File: config.mk
export PLATFORM = sky130hd
export DESIGN_NAME = bridge_adc_reader_averager_unit_flat
export DESIGN_NICKNAME = d
export VERILOG_FILES = /design/src/rtl/core/bara_pkg.sv /design/src/rtl/core/bara_ifs.sv /design/src/rtl/core/bara_ctrl.sv /design/src/rtl/core/bara_div.sv /design/src/rtl/core/bara_mul.sv /design/src/rtl/core/bridge_adc_reader_averager_unit.sv /design/src/flat_wrapper.sv
export SDC_FILE = /design/constraint.sdc
export NUM_CORES = 1
export LEC_CHECK = 0
export ABC_AREA = 1
export BUFFER_PORTS_ARGS = -buffer_cell sky130_fd_sc_hd__buf_2
export CORE_MARGIN = 4
export CORE_UTILIZATION = 47
export DETAILED_ROUTE_END_ITERATION = 10
export GPL_TIMING_DRIVEN = 1
export PLACE_DENSITY_LB_ADDON = 0.12
export SYNTH_ARGS = -nofsm -noshare
export SYNTH_HDL_FRONTEND = slang
export SYNTH_SLANG_ARGS = --single-unit
File: constraint.sdc
create_clock -name clk -period 3.05 [get_ports clk]
set_input_delay 0.61 -clock clk [delete_from_list [all_inputs] [get_ports clk]]
set_output_delay 0.61 -clock clk [all_outputs]
set_load 0.01 [all_outputs]
File: src/rtl/core/bara_pkg.sv
// Package with types and constants of the bridge converter reader.
`default_nettype none

package bara_pkg;

    localparam int SAMPLE_BITS = 24;
    localparam int COUNT_W     = 7;
    localparam int GAIN_W      = 24;
    localparam int WEIGHT_W    = 32;
    localparam int CFG_W       = 32;
    localparam int CFG_IDX_W   = 2;
    localparam int TIMER_W     = 5;
    localparam int SUM_W       = SAMPLE_BITS + COUNT_W;
    localparam int BIT_W       = $clog2(SAMPLE_BITS + 1);
    localparam int SUB_W       = ((SAMPLE_BITS > WEIGHT_W) ? SAMPLE_BITS : WEIGHT_W) + 2;

    localparam logic [TIMER_W-1:0]     RESET_TICKS  = TIMER_W'(20);
    localparam logic [TIMER_W-1:0]     SETTLE_TICKS = TIMER_W'(2);
    localparam logic [SAMPLE_BITS-1:0] SAMPLE_MSB   = {1'b1, {(SAMPLE_BITS-1){1'b0}}};
    localparam logic [COUNT_W-1:0]     COUNT_MAX    = {COUNT_W{1'b1}};
    localparam logic [COUNT_W-1:0]     COUNT_RESET  = COUNT_W'(10);
    localparam logic [GAIN_W-1:0]      GAIN_RESET   = GAIN_W'(65536);

    typedef enum logic [1:0] {
        OP_TICK    = 2'd0,
        OP_MEASURE = 2'd1,
        OP_TARE    = 2'd2,
        OP_RESET   = 2'd3
    } op_t;

    typedef enum logic [CFG_IDX_W-1:0] {
        CFG_AVG_COUNT = 2'd0,
        CFG_GAIN      = 2'd1,
        CFG_OFFSET    = 2'd2
    } cfg_idx_t;

    typedef enum logic [3:0] {
        PH_IDLE      = 4'd0,
        PH_WAIT      = 4'd1,
        PH_SETTLE    = 4'd2,
        PH_BIT_HIGH  = 4'd3,
        PH_BIT_LOW   = 4'd4,
        PH_GAIN_HIGH = 4'd5,
        PH_GAIN_LOW  = 4'd6,
        PH_RESET     = 4'd7
    } phase_t;

    typedef enum logic [1:0] {
        CS_IDLE = 2'd0,
        CS_DIV  = 2'd1,
        CS_MUL  = 2'd2
    } calc_state_t;

    typedef struct packed {
        logic sck;
        logic busy;
        logic done;
    } step_res_t;

    typedef struct packed {
        logic [SUM_W-1:0]   sum;
        logic [COUNT_W-1:0] count;
        logic               is_tare;
    } calc_op_t;

endpackage

`default_nettype wire

File: src/rtl/core/bara_ifs.sv
// Request and result channel interfaces of the bridge converter reader.
`default_nettype none

interface bara_in_if
    import bara_pkg::*;
();
    logic       valid;
    logic       ready;
    logic [1:0] op;
    logic       dout_level;

    modport source (output valid, output op, output dout_level, input ready);
    modport sink (input valid, input op, input dout_level, output ready);
endinterface

interface bara_out_if
    import bara_pkg::*;
();
    logic                       valid;
    logic                       ready;
    logic                       sck_level;
    logic                       busy_res;
    logic                       weight_valid;
    logic signed [WEIGHT_W-1:0] weight;

    modport source (output valid, output sck_level, output busy_res, output weight_valid,
                    output weight, input ready);
    modport sink (input valid, input sck_level, input busy_res, input weight_valid,
                  input weight, output ready);
endinterface

`default_nettype wire

File: src/rtl/core/bara_ctrl.sv
// Tick sequencer that clocks the converter bits in serially and sums the samples.
`default_nettype none

module bara_ctrl
    import bara_pkg::*;
(
    input  wire logic               clk,
    input  wire logic               rst_n,
    input  wire logic               step,
    input  wire logic [1:0]         op,
    input  wire logic               dout_level,
    input  wire logic [COUNT_W-1:0] average_count,
    output step_res_t               res,
    output calc_op_t                calc
);

    phase_t                 phase_reg, phase_next;
    logic [TIMER_W-1:0]     timer_reg, timer_next;
    logic [BIT_W-1:0]       bit_reg, bit_next;
    logic [SAMPLE_BITS-1:0] shift_reg, shift_next;
    logic [COUNT_W-1:0]     samples_reg, samples_next;
    logic [SUM_W-1:0]       sum_reg, sum_next;
    logic                   discard_reg, discard_next;
    logic                   tare_reg, tare_next;
    logic                   clock_reg, clock_next;
    logic                   done;
    logic [COUNT_W-1:0]     need;
    logic [BIT_W-1:0]       bit_inc;
    op_t                    op_code;

    assign op_code = op_t'(op);
    assign need    = (average_count == '0) ? COUNT_W'(1) : average_count;
    assign bit_inc = bit_reg + BIT_W'(1);

    always_ff @(posedge clk or negedge rst_n)
    begin
        if (!rst_n)
        begin
            phase_reg   <= PH_IDLE;
            timer_reg   <= '0;
            bit_reg     <= '0;
            shift_reg   <= '0;
            samples_reg <= '0;
            sum_reg     <= '0;
            discard_reg <= 1'b0;
            tare_reg    <= 1'b0;
            clock_reg   <= 1'b0;
        end
        else if (step)
        begin
            phase_reg   <= phase_next;
            timer_reg   <= timer_next;
            bit_reg     <= bit_next;
            shift_reg   <= shift_next;
            samples_reg <= samples_next;
            sum_reg     <= sum_next;
            discard_reg <= discard_next;
            tare_reg    <= tare_next;
            clock_reg   <= clock_next;
        end
    end

    always_comb
    begin
        phase_next   = phase_reg;
        timer_next   = timer_reg;
        bit_next     = bit_reg;
        shift_next   = shift_reg;
        samples_next = samples_reg;
        sum_next     = sum_reg;
        discard_next = discard_reg;
        tare_next    = tare_reg;
        clock_next   = clock_reg;
        done         = 1'b0;
        case (phase_reg)
            PH_IDLE:
            begin
                clock_next = 1'b0;
                if (op_code inside {OP_MEASURE, OP_TARE})
                begin
                    tare_next    = (op_code == OP_TARE);
                    discard_next = 1'b1;
                    samples_next = '0;
                    sum_next     = '0;
                    bit_next     = '0;
                    shift_next   = '0;
                    timer_next   = '0;
                    phase_next   = PH_WAIT;
                end
                else if (op_code == OP_RESET)
                begin
                    clock_next = 1'b1;
                    timer_next = TIMER_W'(1);
                    phase_next = PH_RESET;
                end
            end
            PH_RESET:
            begin
                if (timer_reg >= RESET_TICKS)
                begin
                    clock_next = 1'b0;
                    timer_next = '0;
                    phase_next = PH_IDLE;
                end
                else
                begin
                    timer_next = timer_reg + TIMER_W'(1);
                end
            end
            PH_WAIT:
            begin
                clock_next = 1'b0;
                if (!dout_level)
                begin
                    timer_next = '0;
                    phase_next = PH_SETTLE;
                end
            end
            PH_SETTLE:
            begin
                if (timer_reg >= SETTLE_TICKS)
                begin
                    clock_next = 1'b1;
                    timer_next = '0;
                    phase_next = PH_BIT_HIGH;
                end
                else
                begin
                    timer_next = timer_reg + TIMER_W'(1);
                end
            end
            PH_BIT_HIGH:
            begin
                clock_next = 1'b0;
                phase_next = PH_BIT_LOW;
            end
            PH_BIT_LOW:
            begin
                shift_next = {shift_reg[SAMPLE_BITS-2:0], dout_level};
                bit_next   = bit_inc;
                clock_next = 1'b1;
                timer_next = '0;
                phase_next = (bit_inc >= BIT_W'(SAMPLE_BITS)) ? PH_GAIN_HIGH : PH_BIT_HIGH;
            end
            PH_GAIN_HIGH:
            begin
                if (timer_reg >= TIMER_W'(1))
                begin
                    clock_next = 1'b0;
                    timer_next = '0;
                    phase_next = PH_GAIN_LOW;
                end
                else
                begin
                    timer_next = timer_reg + TIMER_W'(1);
                end
            end
            PH_GAIN_LOW:
            begin
                if (timer_reg < TIMER_W'(1))
                begin
                    timer_next = timer_reg + TIMER_W'(1);
                end
                else
                begin
                    if (discard_reg)
                    begin
                        discard_next = 1'b0;
                    end
                    else
                    begin
                        sum_next     = sum_reg + SUM_W'(shift_reg ^ SAMPLE_MSB);
                        samples_next = (samples_reg == COUNT_MAX) ? COUNT_MAX
                                                                  : samples_reg + COUNT_W'(1);
                    end
                    bit_next   = '0;
                    shift_next = '0;
                    timer_next = '0;
                    if ((samples_next != '0) && (samples_next >= need))
                    begin
                        done       = 1'b1;
                        phase_next = PH_IDLE;
                    end
                    else
                    begin
                        phase_next = PH_WAIT;
                    end
                end
            end
            default:
            begin
                clock_next = 1'b0;
                phase_next = PH_IDLE;
            end
        endcase
    end

    assign res.sck      = clock_next;
    assign res.busy     = (phase_next != PH_IDLE);
    assign res.done     = done;
    assign calc.sum     = sum_reg;
    assign calc.count   = samples_reg;
    assign calc.is_tare = tare_reg;

endmodule

`default_nettype wire

File: src/rtl/core/bara_div.sv
// Bit-serial restoring divider that forms the average of the summed samples.
`default_nettype none

module bara_div
    import bara_pkg::*;
(
    input  wire logic                   clk,
    input  wire logic                   rst_n,
    input  wire logic                   start,
    input  wire logic [SUM_W-1:0]       dividend,
    input  wire logic [COUNT_W-1:0]     divisor,
    output logic                        done,
    output logic [SAMPLE_BITS-1:0]      quotient
);

    localparam int CNT_W = $clog2(SUM_W + 1);

    logic [SUM_W-1:0]   quo_reg;
    logic [COUNT_W-1:0] rem_reg;
    logic [COUNT_W-1:0] dvs_reg;
    logic [CNT_W-1:0]   cnt_reg;
    logic               busy_reg;
    logic               done_reg;
    logic [COUNT_W:0]   trial;
    logic               fits;

    assign trial = {rem_reg, quo_reg[SUM_W-1]};
    assign fits  = (trial >= {1'b0, dvs_reg});

    always_ff @(posedge clk or negedge rst_n)
    begin
        if (!rst_n)
        begin
            busy_reg <= 1'b0;
            done_reg <= 1'b0;
            cnt_reg  <= '0;
        end
        else
        begin
            done_reg <= busy_reg && (cnt_reg == CNT_W'(1));
            if (start)
            begin
                busy_reg <= 1'b1;
                cnt_reg  <= CNT_W'(SUM_W);
            end
            else if (busy_reg)
            begin
                cnt_reg <= cnt_reg - CNT_W'(1);
                if (cnt_reg == CNT_W'(1))
                begin
                    busy_reg <= 1'b0;
                end
            end
        end
    end

    always_ff @(posedge clk)
    begin
        if (start)
        begin
            quo_reg <= dividend;
            rem_reg <= '0;
            dvs_reg <= divisor;
        end
        else if (busy_reg)
        begin
            quo_reg <= {quo_reg[SUM_W-2:0], fits};
            rem_reg <= fits ? COUNT_W'(trial - {1'b0, dvs_reg}) : trial[COUNT_W-1:0];
        end
    end

    assign done     = done_reg;
    assign quotient = quo_reg[SAMPLE_BITS-1:0];

endmodule

`default_nettype wire

File: src/rtl/core/bara_mul.sv
// Bit-serial shift-and-add multiplier that keeps the upper half of average times gain.
`default_nettype none

module bara_mul
    import bara_pkg::*;
(
    input  wire logic                   clk,
    input  wire logic                   rst_n,
    input  wire logic                   start,
    input  wire logic [SAMPLE_BITS-1:0] multiplicand,
    input  wire logic [GAIN_W-1:0]      multiplier,
    output logic                        done,
    output logic [SAMPLE_BITS-1:0]      product_hi
);

    localparam int CNT_W = $clog2(GAIN_W + 1);

    logic [SAMPLE_BITS-1:0] a_reg;
    logic [GAIN_W-1:0]      b_reg;
    logic [SAMPLE_BITS-1:0] acc_reg;
    logic [CNT_W-1:0]       cnt_reg;
    logic                   busy_reg;
    logic                   done_reg;
    logic [SAMPLE_BITS:0]   partial;

    // The low product bits fall off the bottom, so after all gain bits
    // the accumulator holds the product shifted right by the gain width.
    assign partial = {1'b0, acc_reg} + (b_reg[0] ? {1'b0, a_reg} : '0);

    always_ff @(posedge clk or negedge rst_n)
    begin
        if (!rst_n)
        begin
            busy_reg <= 1'b0;
            done_reg <= 1'b0;
            cnt_reg  <= '0;
        end
        else
        begin
            done_reg <= busy_reg && (cnt_reg == CNT_W'(1));
            if (start)
            begin
                busy_reg <= 1'b1;
                cnt_reg  <= CNT_W'(GAIN_W);
            end
            else if (busy_reg)
            begin
                cnt_reg <= cnt_reg - CNT_W'(1);
                if (cnt_reg == CNT_W'(1))
                begin
                    busy_reg <= 1'b0;
                end
            end
        end
    end

    always_ff @(posedge clk)
    begin
        if (start)
        begin
            a_reg   <= multiplicand;
            b_reg   <= multiplier;
            acc_reg <= '0;
        end
        else if (busy_reg)
        begin
            b_reg   <= {1'b0, b_reg[GAIN_W-1:1]};
            acc_reg <= partial[SAMPLE_BITS:1];
        end
    end

    assign done       = done_reg;
    assign product_hi = acc_reg;

endmodule

`default_nettype wire

File: src/rtl/core/bridge_adc_reader_averager_unit.sv
// Top level of the bridge converter reader and averager.
//
//   channel  dir  fields                                       accepted when
//   cmd      in   op, dout_level                               valid && ready
//   rsp      out  sck_level, busy_res, weight_valid, weight    valid && ready
//   wr_*     in   wr_index, wr_data                            wr_en
//
// Each request yields one result. The result of a plain tick sits in the output
// register in the cycle after the tick is accepted. The tick that finishes a
// measurement runs in steps: register the start, load the divider, let the serial
// divider take one sum bit per cycle, hand over to the multiplier, let the serial
// multiplier take one gain bit per cycle, then apply the offset.
// Requests are held off while that runs or while a result is stalled and not taken.
// Reset is asynchronous and needs no sweep.
`default_nettype none

module bridge_adc_reader_averager_unit
    import bara_pkg::*;
(
    input  wire logic                 clk,
    input  wire logic                 rst_n,
    bara_in_if.sink                   cmd,
    bara_out_if.source                rsp,
    input  wire logic                 wr_en,
    input  wire logic [CFG_IDX_W-1:0] wr_index,
    input  wire logic [CFG_W-1:0]     wr_data
);

    logic [COUNT_W-1:0]         count_reg;
    logic [GAIN_W-1:0]          gain_reg;
    logic signed [WEIGHT_W-1:0] offset_reg;

    calc_state_t                cs_reg, cs_next;
    logic                       out_valid_reg;
    logic                       out_sck_reg;
    logic                       out_busy_reg;
    logic                       out_wvalid_reg;
    logic signed [WEIGHT_W-1:0] out_weight_reg;
    logic                       div_go_reg;
    logic                       hold_sck_reg;

    logic                       accept;
    step_res_t                  res;
    calc_op_t                   calc;
    logic                       div_done;
    logic [SAMPLE_BITS-1:0]     average;
    logic                       mul_done;
    logic [SAMPLE_BITS-1:0]     scaled;
    logic signed [SUB_W-1:0]    wide;
    logic signed [WEIGHT_W-1:0] weight_sat;

    localparam logic signed [SUB_W-1:0] W_MAX =
        {{(SUB_W-WEIGHT_W+1){1'b0}}, {(WEIGHT_W-1){1'b1}}};
    localparam logic signed [SUB_W-1:0] W_MIN =
        {{(SUB_W-WEIGHT_W+1){1'b1}}, {(WEIGHT_W-1){1'b0}}};

    assign cmd.ready = (cs_reg == CS_IDLE) && (!out_valid_reg || rsp.ready);
    assign accept    = cmd.valid && cmd.ready;

    always_ff @(posedge clk or negedge rst_n)
    begin
        if (!rst_n)
        begin
            count_reg  <= COUNT_RESET;
            gain_reg   <= GAIN_RESET;
            offset_reg <= '0;
        end
        else if (wr_en)
        begin
            case (cfg_idx_t'(wr_index))
                CFG_AVG_COUNT: count_reg  <= wr_data[COUNT_W-1:0];
                CFG_GAIN:      gain_reg   <= wr_data[GAIN_W-1:0];
                CFG_OFFSET:    offset_reg <= $signed(wr_data[WEIGHT_W-1:0]);
                default:       ;
            endcase
        end
    end

    bara_ctrl u_ctrl (
        .clk           (clk),
        .rst_n         (rst_n),
        .step          (accept),
        .op            (cmd.op),
        .dout_level    (cmd.dout_level),
        .average_count (count_reg),
        .res           (res),
        .calc          (calc)
    );

    bara_div u_div (
        .clk      (clk),
        .rst_n    (rst_n),
        .start    (div_go_reg),
        .dividend (calc.sum),
        .divisor  (calc.count),
        .done     (div_done),
        .quotient (average)
    );

    bara_mul u_mul (
        .clk          (clk),
        .rst_n        (rst_n),
        .start        (div_done),
        .multiplicand (average),
        .multiplier   (gain_reg),
        .done         (mul_done),
        .product_hi   (scaled)
    );

    always_comb
    begin
        wide = $signed({{(SUB_W-SAMPLE_BITS){1'b0}}, scaled});
        if (!calc.is_tare)
        begin
            wide = wide - SUB_W'(offset_reg);
        end
        if (wide > W_MAX)
        begin
            weight_sat = W_MAX[WEIGHT_W-1:0];
        end
        else if (wide < W_MIN)
        begin
            weight_sat = W_MIN[WEIGHT_W-1:0];
        end
        else
        begin
            weight_sat = wide[WEIGHT_W-1:0];
        end
    end

    always_comb
    begin
        cs_next = cs_reg;
        case (cs_reg)
            CS_IDLE: if (accept && res.done) cs_next = CS_DIV;
            CS_DIV:  if (div_done) cs_next = CS_MUL;
            CS_MUL:  if (mul_done) cs_next = CS_IDLE;
            default: cs_next = CS_IDLE;
        endcase
    end

    always_ff @(posedge clk or negedge rst_n)
    begin
        if (!rst_n)
        begin
            cs_reg        <= CS_IDLE;
            out_valid_reg <= 1'b0;
            div_go_reg    <= 1'b0;
        end
        else
        begin
            cs_reg     <= cs_next;
            div_go_reg <= accept && res.done;
            if (accept && !res.done)
            begin
                out_valid_reg <= 1'b1;
            end
            else if ((cs_reg == CS_MUL) && mul_done)
            begin
                out_valid_reg <= 1'b1;
            end
            else if (rsp.ready)
            begin
                out_valid_reg <= 1'b0;
            end
        end
    end

    always_ff @(posedge clk)
    begin
        if (accept)
        begin
            hold_sck_reg <= res.sck;
        end
        if (accept && !res.done)
        begin
            out_sck_reg    <= res.sck;
            out_busy_reg   <= res.busy;
            out_wvalid_reg <= 1'b0;
            out_weight_reg <= '0;
        end
        else if ((cs_reg == CS_MUL) && mul_done)
        begin
            out_sck_reg    <= hold_sck_reg;
            out_busy_reg   <= 1'b0;
            out_wvalid_reg <= 1'b1;
            out_weight_reg <= weight_sat;
        end
    end

    assign rsp.valid        = out_valid_reg;
    assign rsp.sck_level    = out_sck_reg;
    assign rsp.busy_res     = out_busy_reg;
    assign rsp.weight_valid = out_wvalid_reg;
    assign rsp.weight       = out_weight_reg;

endmodule

`default_nettype wire

File: src/flat_wrapper.sv
// flat-port wrapper written by rule: the top's interface ports become plain ports
module bridge_adc_reader_averager_unit_flat import bara_pkg::*;
  (clk, rst_n, wr_en, wr_index, wr_data, cmd_valid, cmd_op, cmd_dout_level, cmd_ready, rsp_valid, rsp_sck_level, rsp_busy_res, rsp_weight_valid, rsp_weight, rsp_ready);
  bara_in_if cmd_i ();
  bara_out_if rsp_i ();
  input  wire logic clk;
  input  wire logic rst_n;
  input  wire logic wr_en;
  input  wire logic [CFG_IDX_W-1:0] wr_index;
  input  wire logic [CFG_W-1:0] wr_data;
  input wire logic [$bits(cmd_i.valid)-1:0] cmd_valid;
  input wire logic [$bits(cmd_i.op)-1:0] cmd_op;
  input wire logic [$bits(cmd_i.dout_level)-1:0] cmd_dout_level;
  output wire logic [$bits(cmd_i.ready)-1:0] cmd_ready;
  output wire logic [$bits(rsp_i.valid)-1:0] rsp_valid;
  output wire logic [$bits(rsp_i.sck_level)-1:0] rsp_sck_level;
  output wire logic [$bits(rsp_i.busy_res)-1:0] rsp_busy_res;
  output wire logic [$bits(rsp_i.weight_valid)-1:0] rsp_weight_valid;
  output wire logic [$bits(rsp_i.weight)-1:0] rsp_weight;
  input wire logic [$bits(rsp_i.ready)-1:0] rsp_ready;
  assign cmd_i.valid = cmd_valid;
  assign cmd_i.op = cmd_op;
  assign cmd_i.dout_level = cmd_dout_level;
  assign cmd_ready = cmd_i.ready;
  assign rsp_valid = rsp_i.valid;
  assign rsp_sck_level = rsp_i.sck_level;
  assign rsp_busy_res = rsp_i.busy_res;
  assign rsp_weight_valid = rsp_i.weight_valid;
  assign rsp_weight = rsp_i.weight;
  assign rsp_i.ready = rsp_ready;
  bridge_adc_reader_averager_unit u_core (.clk(clk), .rst_n(rst_n), .cmd(cmd_i), .rsp(rsp_i), .wr_en(wr_en), .wr_index(wr_index), .wr_data(wr_data));
endmodule
; Yosys cells after proc, flatten, opt, wreduce, memory -nomap -nowiden
; Index checks and enable logic that the tools add are counted.
[totals]
reg_bits = 313
inputBits = 42
out_inout_bits = 37
[classes]
add_sub_neg = 9
magnitude_cmp = 9
eq_ne = 25
mux = 78
bitwise_logic = 1
n_reduce_logical = 34
[op_table]
columns = cell, n
row1 = 31-bit two-way mux, 5
row2 = 24-bit two-way mux, 5
row3 = 24-bit one-hot mux with 3 select lines, 1
row4 = 5-bit two-way mux, 13
row5 = 32-bit two-way mux, 2
row6 = 31-bit one-hot mux with 2 select lines, 1
row7 = 7-bit two-way mux, 8
row8 = 5-bit one-hot mux with 7 select lines, 1
row9 = "34-bit by 32-bit greater-than comparator with 1-bit output, second input constant", 1
row10 = "34-bit by 32-bit less-than comparator with 1-bit output, second input constant", 1
row11 = 34-bit two-way mux, 1
row12 = 25-bit by 32-bit subtractor with 33-bit output, 1
row13 = 4-bit one-hot mux with 8 select lines, 1
row14 = 31-bit by 24-bit adder with 31-bit output, 1
row15 = 4-bit two-way mux, 7
row16 = 24-bit by 25-bit adder with 25-bit output, 1
row17 = 1-bit two-way mux, 24
row18 = "4-bit by 3-bit == test with 1-bit output, second input constant", 4
row19 = 5-bit one-hot mux with 3 select lines, 1
row20 = "2-bit inequality test, second input constant", 7
row21 = 7-bit one-hot mux with 2 select lines, 1
row22 = 7-bit nonzero test, 2
row23 = 4-bit AND reduction, 3
row24 = "5-bit by 1-bit adder with 5-bit output, second input constant", 2
row25 = 34 further kinds, 62

; Logic depth before layout (Yosys ltp)
[logic_depth]
ltp_word = 13
ltp_mapped = 21

; Modules after synthesis
; From an unflattened synthesis, not the netlist that was laid out.
[unflattened]
cells_unflattened = 2701
area_unflattened_um2 = 19557.5
[by_module_without_submodules]
columns = mod, n_inst, cells_each, area_per_inst_um2
row1 = bridge_adc_reader_averager_unit, 1, 1023, 6638.9
row2 = bara_ctrl, 1, 721, 5421.4
row3 = bara_mul, 1, 644, 4750.8
row4 = bara_div, 1, 313, 2746.4

; Worst setup path after synthesis
; Ideal clock, no wire load.
[synth_path]
path_kind = flip-flop to flip-flop
from = register u_core.u_ctrl.samples_reg[0]
to = register u_core.out_busy_reg (netlist: u_core.rsp.busy_res) (enable)
setup_time_ns = 0.253
t_arrival_ns = 2.326
required_time_ns = 2.797
path_slack_ns = 0.471
path_stages_with_launch = 21
synth_period_minus_slack_ns = 2.579
cell_sequence = dfrtp_1 ha_1 nand2_1 inv_1 nand3_1 nor2_1 nand2_1 inv_1 nor2_1 inv_1 ha_1 nand2_1 nor2_1 nand4_1 o2111ai_1 nand2_1 inv_1 nand3_2 nand2_1 buf_2 nand2_1
[synth_between]
elab_chain_len = 13
[synth_lines]
columns = element, line
row1 = start: declaration, bara_ctrl.sv:21  ; logic [COUNT_W-1:0] samples_reg, samples_next;
row2 = start signal: assignment, bara_ctrl.sv:55  ; samples_reg <= samples_next;
row3 = 7-bit by 1-bit adder with 7-bit output / 7-bit == test (equally long branches), "bara_ctrl.sv:174, bara_ctrl.sv:173"
row4 = 7-bit two-way mux, bara_ctrl.sv:173  ; samples_next = (samples_reg == COUNT_MAX) ? COUNT_MAX
row5 = 7-bit two-way mux (*), bara_ctrl.sv:166  ; if (discard_reg)
row6 = 7-bit two-way mux (*), bara_ctrl.sv:160  ; if (timer_reg < TIMER_W'(1))
row7 = 7-bit two-way mux (*), bara_ctrl.sv:75  ; case (phase_reg)
row8 = 7-bit >= comparator / 7-bit nonzero test (equally long branches), bara_ctrl.sv:179  ; if ((samples_next != '0) && (samples_next >= need))
row9 = 1-bit logical AND (*), bara_ctrl.sv:179
row10 = 1-bit two-way mux (*), bara_ctrl.sv:179
row11 = 1-bit two-way mux (*), bara_ctrl.sv:160
row12 = 1-bit two-way mux (*), bara_ctrl.sv:75
row13 = 1-bit zero test (*), bridge_adc_reader_averager_unit.sv:175  ; if (accept && !res.done)
row14 = 1-bit logical AND (*), bridge_adc_reader_averager_unit.sv:175
row15 = 2-bit nonzero test (no line) (*), --
row16 = end signal: assignment, bridge_adc_reader_averager_unit.sv:178  ; out_busy_reg <= res.busy;
row17 = end: declaration, bridge_adc_reader_averager_unit.sv:36  ; logic out_busy_reg;
; Mark *: on every way between the ends. The rest lies on a longest branch, timed or not. The select of a mux whose other input is x is not followed.
; A chain may end at the register's enable or synchronous reset.

; Worst setup path after layout
[layout_path]
from = register u_core.u_mul.acc_reg[0] (netlist: u_core.u_mul.product_hi[0])
to = register u_core.out_weight_reg[21] (netlist: u_core.rsp.weight[21])
[layout_between]
elab_chain_len = 5
[layout_lines]
columns = element, line
row1 = start: declaration, bara_mul.sv:20  ; logic [SAMPLE_BITS-1:0] acc_reg;
row2 = start signal: assignment, bara_mul.sv:68  ; acc_reg <= partial[SAMPLE_BITS:1];
row3 = 25-bit by 32-bit subtractor with 33-bit output, bridge_adc_reader_averager_unit.sv:115  ; wide = wide - SUB_W'(offset_reg);
row4 = 34-bit two-way mux (*), bridge_adc_reader_averager_unit.sv:113  ; if (!calc.is_tare)
row5 = 34-bit by 32-bit less-than comparator with 1-bit output, bridge_adc_reader_averager_unit.sv:121  ; else if (wide < W_MIN)
row6 = 32-bit two-way mux, bridge_adc_reader_averager_unit.sv:121
row7 = 32-bit two-way mux (*), bridge_adc_reader_averager_unit.sv:117  ; if (wide > W_MAX)
row8 = end signal: assignment, bridge_adc_reader_averager_unit.sv:187  ; out_weight_reg <= weight_sat;
row9 = end: declaration, bridge_adc_reader_averager_unit.sv:38  ; logic signed [WEIGHT_W-1:0] out_weight_reg;
; Mark *: on every way between the ends. The rest lies on a longest branch, timed or not.

==> metrics.md <==
| Metric | Value |
|---|---|
| Fin Hold WS | `0.0947 ns` |
| Cell variety after synth | `58` |
| Largest family of logic cells by synthesized area | `simple AND/OR/NAND/NOR gates` |
| Post-DP HPWL | `40.5 mm` |
| Worst VDD drop | `roughly 0.00038 V` |
| Adder-cell share of the synthesized area | `7.11%` |
| Final setup TNS | `0 ns` |
| Fraction of layout cells with a size suffix above 1 | `10.4%` |
| Cell Rows | `just over 70` |
| Syn. warnings | `0` |
| Final hold vios | `0` |
| Clock H-tree levels | `2` |
| Synthesis-to-finish area growth | `12.9%` |
| CTS Hold Bufs | `0` |
| Post-route ant nets | `0` |
| Number of remaining DRC errors | `0` |
| # setup viols final | `0` |
| Clk_skew | `approximately 0.018 ns` |
| Crit path required time | `roughly 3.5 ns` |
| Core area | `39,000 um2` |
| Total number of vias | `16,600` |
| Inst Count DP | `3,094` |
| Status | `completed` |
| Mean post-synth cell area | `7.43 um2` |
| GR Util met1 | `32.2%` |
| Nets | `2,763` |
| PD cells | `469 nW/um2` |
| Post-layout util | `54.2%` |
| Die W | `208 um` |
| Number of max-cap violations | `0` |
| Vias in the first global route | `16,300` |
| Max Freq | `362 MHz` |
| DR vias/cell | `5.25` |
| Sequential fraction of the synthesis area | `42.5%` |
| Complex-gate fraction of the synthesized area | `between 10% and 20%` |
| Post-synth EDFFs | `89` |
| Final worst-path cycle share | `90.5%` |
| Grt ovf | `0` |
| Commonest register cell after synthesis | `dfrtp_1` |
| Final Max Tran Viols | `0` |
| Worst EP arrival | `between 3 and 4 ns` |
| Slew margin rel. | `48.3%` |
| CP endpoint kind | `register` |
| Critical setup path kind | `reg -> reg` |
| Setup slack after layout | `between 0.2 and 0.3 ns` |
| Mapped Cells | `approximately 2,500` |
| Synthesized flop and latch total | `313` |
| CP Max Fanout | `18` |
| LEAKAGE | `approximately 10 nW` |
| Number of port buffers | `78` |
| Cts repair resizes | `0` |
| Full die area | `between 40,000 and 50,000 um2` |
| Setup crit start kind | `register` |
| Max clock buf depth | `3` |
| Num ports | `79` |
| Num CTS Buffers | `36` |
| Worst hold path class | `in -> async` |
| Total GRT Usage | `24.4%` |
| Met2 global-route usage | `41.3%` |
| Setup bufs post-CTS | `0` |
| Mapped Area | `18,700 um2` |
| Worst-Margin Slew | `0.767 ns` |
| Mapped Nets | `2,665` |
| Gp weighted congestion | `0.955` |
| Clock slew seen by the registers of the worst setup and hold paths | `0.06 ns` |
| TritonCTS clock tree | `done` |
| Mux cell area share after synthesis | `less than 1%` |
| Final WL | `around 54 mm` |
| XOR/XNOR share of the synthesized area | `under 10%` |
| Clk sinks | `313` |
| Min cycle time layout | `2.76 ns` |
| Cell Count, Final, Fillers Out | `3,161` |
| First drt pass iteration count | `6` |
| Initial DRC Count | `1,071` |
| Synth Area in Simple Gates | `26.5%` |
| Synth async-reset ratio | `51.1%` |
| Clk_lat worst skew | `0.54 ns` |
| Initial antenna violation count | `0` |
| FILL cells | `about 3,800` |
| Global-route wire length before repair | `85.9 mm` |
| Routed WL per cell | `17.0 um` |
| Root Driver | `clkbuf_16` |
| Largest net degree at the start of global routing | `66` |
| Starting Density | `48.0%` |
| Top Usage Layer GRT | `met2` |
| Post-Place Setup Slack | `0.187 ns` |
| Met3 GRT Util | `under 10%` |
| Die Ht | `around 210 um` |
| Inserted Diodes | `0` |
cell type report:
type / instances / area (um2) / share of cell area [%]
Clock inverter: 16 / 184 / 0.870
Multi-Input combinational cell: 1747 / 9030 / 42.7
Sequential cell: 313 / 7960 / 37.7
Tap cell: 518 / 648 / 3.07
Clock buffer: 48 / 1010 / 4.77
Inverter: 398 / 1490 / 7.07
Timing Repair Buffer: 121 / 821 / 3.88
layout by cell type (no fill, tap or decap), types with 40 or more instances in the layout:
master | synthesis | layout
dfrtp_1 | 157 | 156
dfxtp_1 | 64 | 64
nor2_1 | 185 | 183
ha_1 | 100 | 100
o22ai_1 | 47 | 47
nand3_1 | 133 | 132
o21ai_0 | 214 | 214
buf_2 | 10 | 77
edfxtp_1 | 89 | 89
inv_1 | 386 | 384
nand2_1 | 714 | 713
a21oi_1 | 126 | 126
clkbuf_16 | 0 | 40
stage by stage:
stage                     instance area (um2)  total power, mW
final                                   21100             9.92
after global routing                    21100             10.4
after CTS                               21100             10.0
after detailed placement                19900             5.58
after global placement                  19900             5.57
after floorplan                         18700             5.24
per-layer routing:
layer  part of all wire, %  up-vias  wire length, um
met1                    45     7769            24200
met3                   4.2       88             2270
li1                      -     8360                -
met4                   3.5        0             1900
met2                    47      368            25300
met5                     0        -                0
synthesized netlist by cell type, types with 3 or more instances:
| library cell | instances | area, um2 |
|---|---|---|
| a21boi_0 | 9 | 67.6 |
| buf_2 | 10 | 50.1 |
| dfrtp_1 | 157 | 3930 |
| o21bai_1 | 7 | 52.6 |
| nand3b_1 | 3 | 22.5 |
| o22ai_1 | 47 | 294 |
| a21o_1 | 8 | 60.1 |
| nor4_1 | 5 | 31.3 |
| edfxtp_1 | 89 | 2670 |
| ha_1 | 100 | 1250 |
| nor2_1 | 185 | 694 |
| nor2_4 | 5 | 56.3 |
| dfxtp_1 | 64 | 1280 |
| a22oi_1 | 4 | 30.0 |
| inv_2 | 10 | 37.5 |
| or2_2 | 24 | 150 |
| nor2_2 | 27 | 169 |
| a21oi_1 | 126 | 631 |
| nand2_1 | 714 | 2680 |
| nor3b_1 | 4 | 30.0 |
| fa_1 | 4 | 80.1 |
| nand4_1 | 23 | 144 |
| o21ai_1 | 6 | 30.0 |
| a31oi_1 | 6 | 37.5 |
| xor2_1 | 12 | 105 |
| o21ai_0 | 214 | 1070 |
| o211ai_1 | 4 | 30.0 |
| nand3_1 | 133 | 666 |
| nor3_1 | 18 | 90.1 |
| clkbuf_1 | 46 | 173 |
| o21a_1 | 5 | 37.5 |
| nand3_2 | 8 | 80.1 |
| inv_1 | 386 | 1450 |
| a32o_1 | 4 | 40.0 |
| nand2_2 | 8 | 50.1 |
| xnor2_1 | 12 | 105 |
| dfstp_2 | 3 | 78.8 |
kinds of logic (layout without fill, tap and decap cells):
| kind of cell | Yosys count | after routing |
|---|---|---|
| AOI/OAI and AO/OA | 452 | 452 |
| xor gates and xnor gates | 24 | 24 |
| adders and majority gates | 104 | 104 |
| buffers and inverters | 459 | 583 |
| DFF | 313 | 313 |
| muxes | 1 | 1 |
| and+or+nand+nor | 1166 | 1166 |
worst max-delay path: stages (launching register included):
cell     delay (ns)
dfxtp_1        0.35
inv_1          0.08
ha_1           0.21
fa_1           0.41
inv_1          0.12
nand3_1        0.09
nand2_1        0.14
nand2_1        0.07
nand2_1        0.14
nand2_1        0.09
nand2_1        0.10
nand2_1        0.07
nand3_2        0.09
nor2_1         0.07
nor2_4         0.47
nor2_1         0.10
nor2_1         0.12
final timing paths:
kind / from / end / slack (ns) / depth (start not counted)
min in group clk: wr_data[27] / u_core.offset_reg[27] / 0.33 / 3
max in group asynchronous: rst_n / u_core.u_div.done / 2.13 / 2
min: rst_n / u_core.u_ctrl.sum_reg[15] / 0.09 / 1
min reg2reg: u_core.u_div.quo_reg[5] / u_core.u_mul.a_reg[5] / 0.43 / 0
max: u_core.u_mul.product_hi[0] / u_core.rsp.weight[21] / 0.29 / 16
max reg2reg: u_core.u_mul.product_hi[0] / u_core.rsp.weight[21] / 0.29 / 16
where the power goes:
part           leakage [nW]  switching (mW)  internal [mW]
sequential             2.85          0.0857           4.42
combinational          7.05           0.690          0.318
clock                 0.569            1.75           2.66
Power figures use the tool's default switching activity.
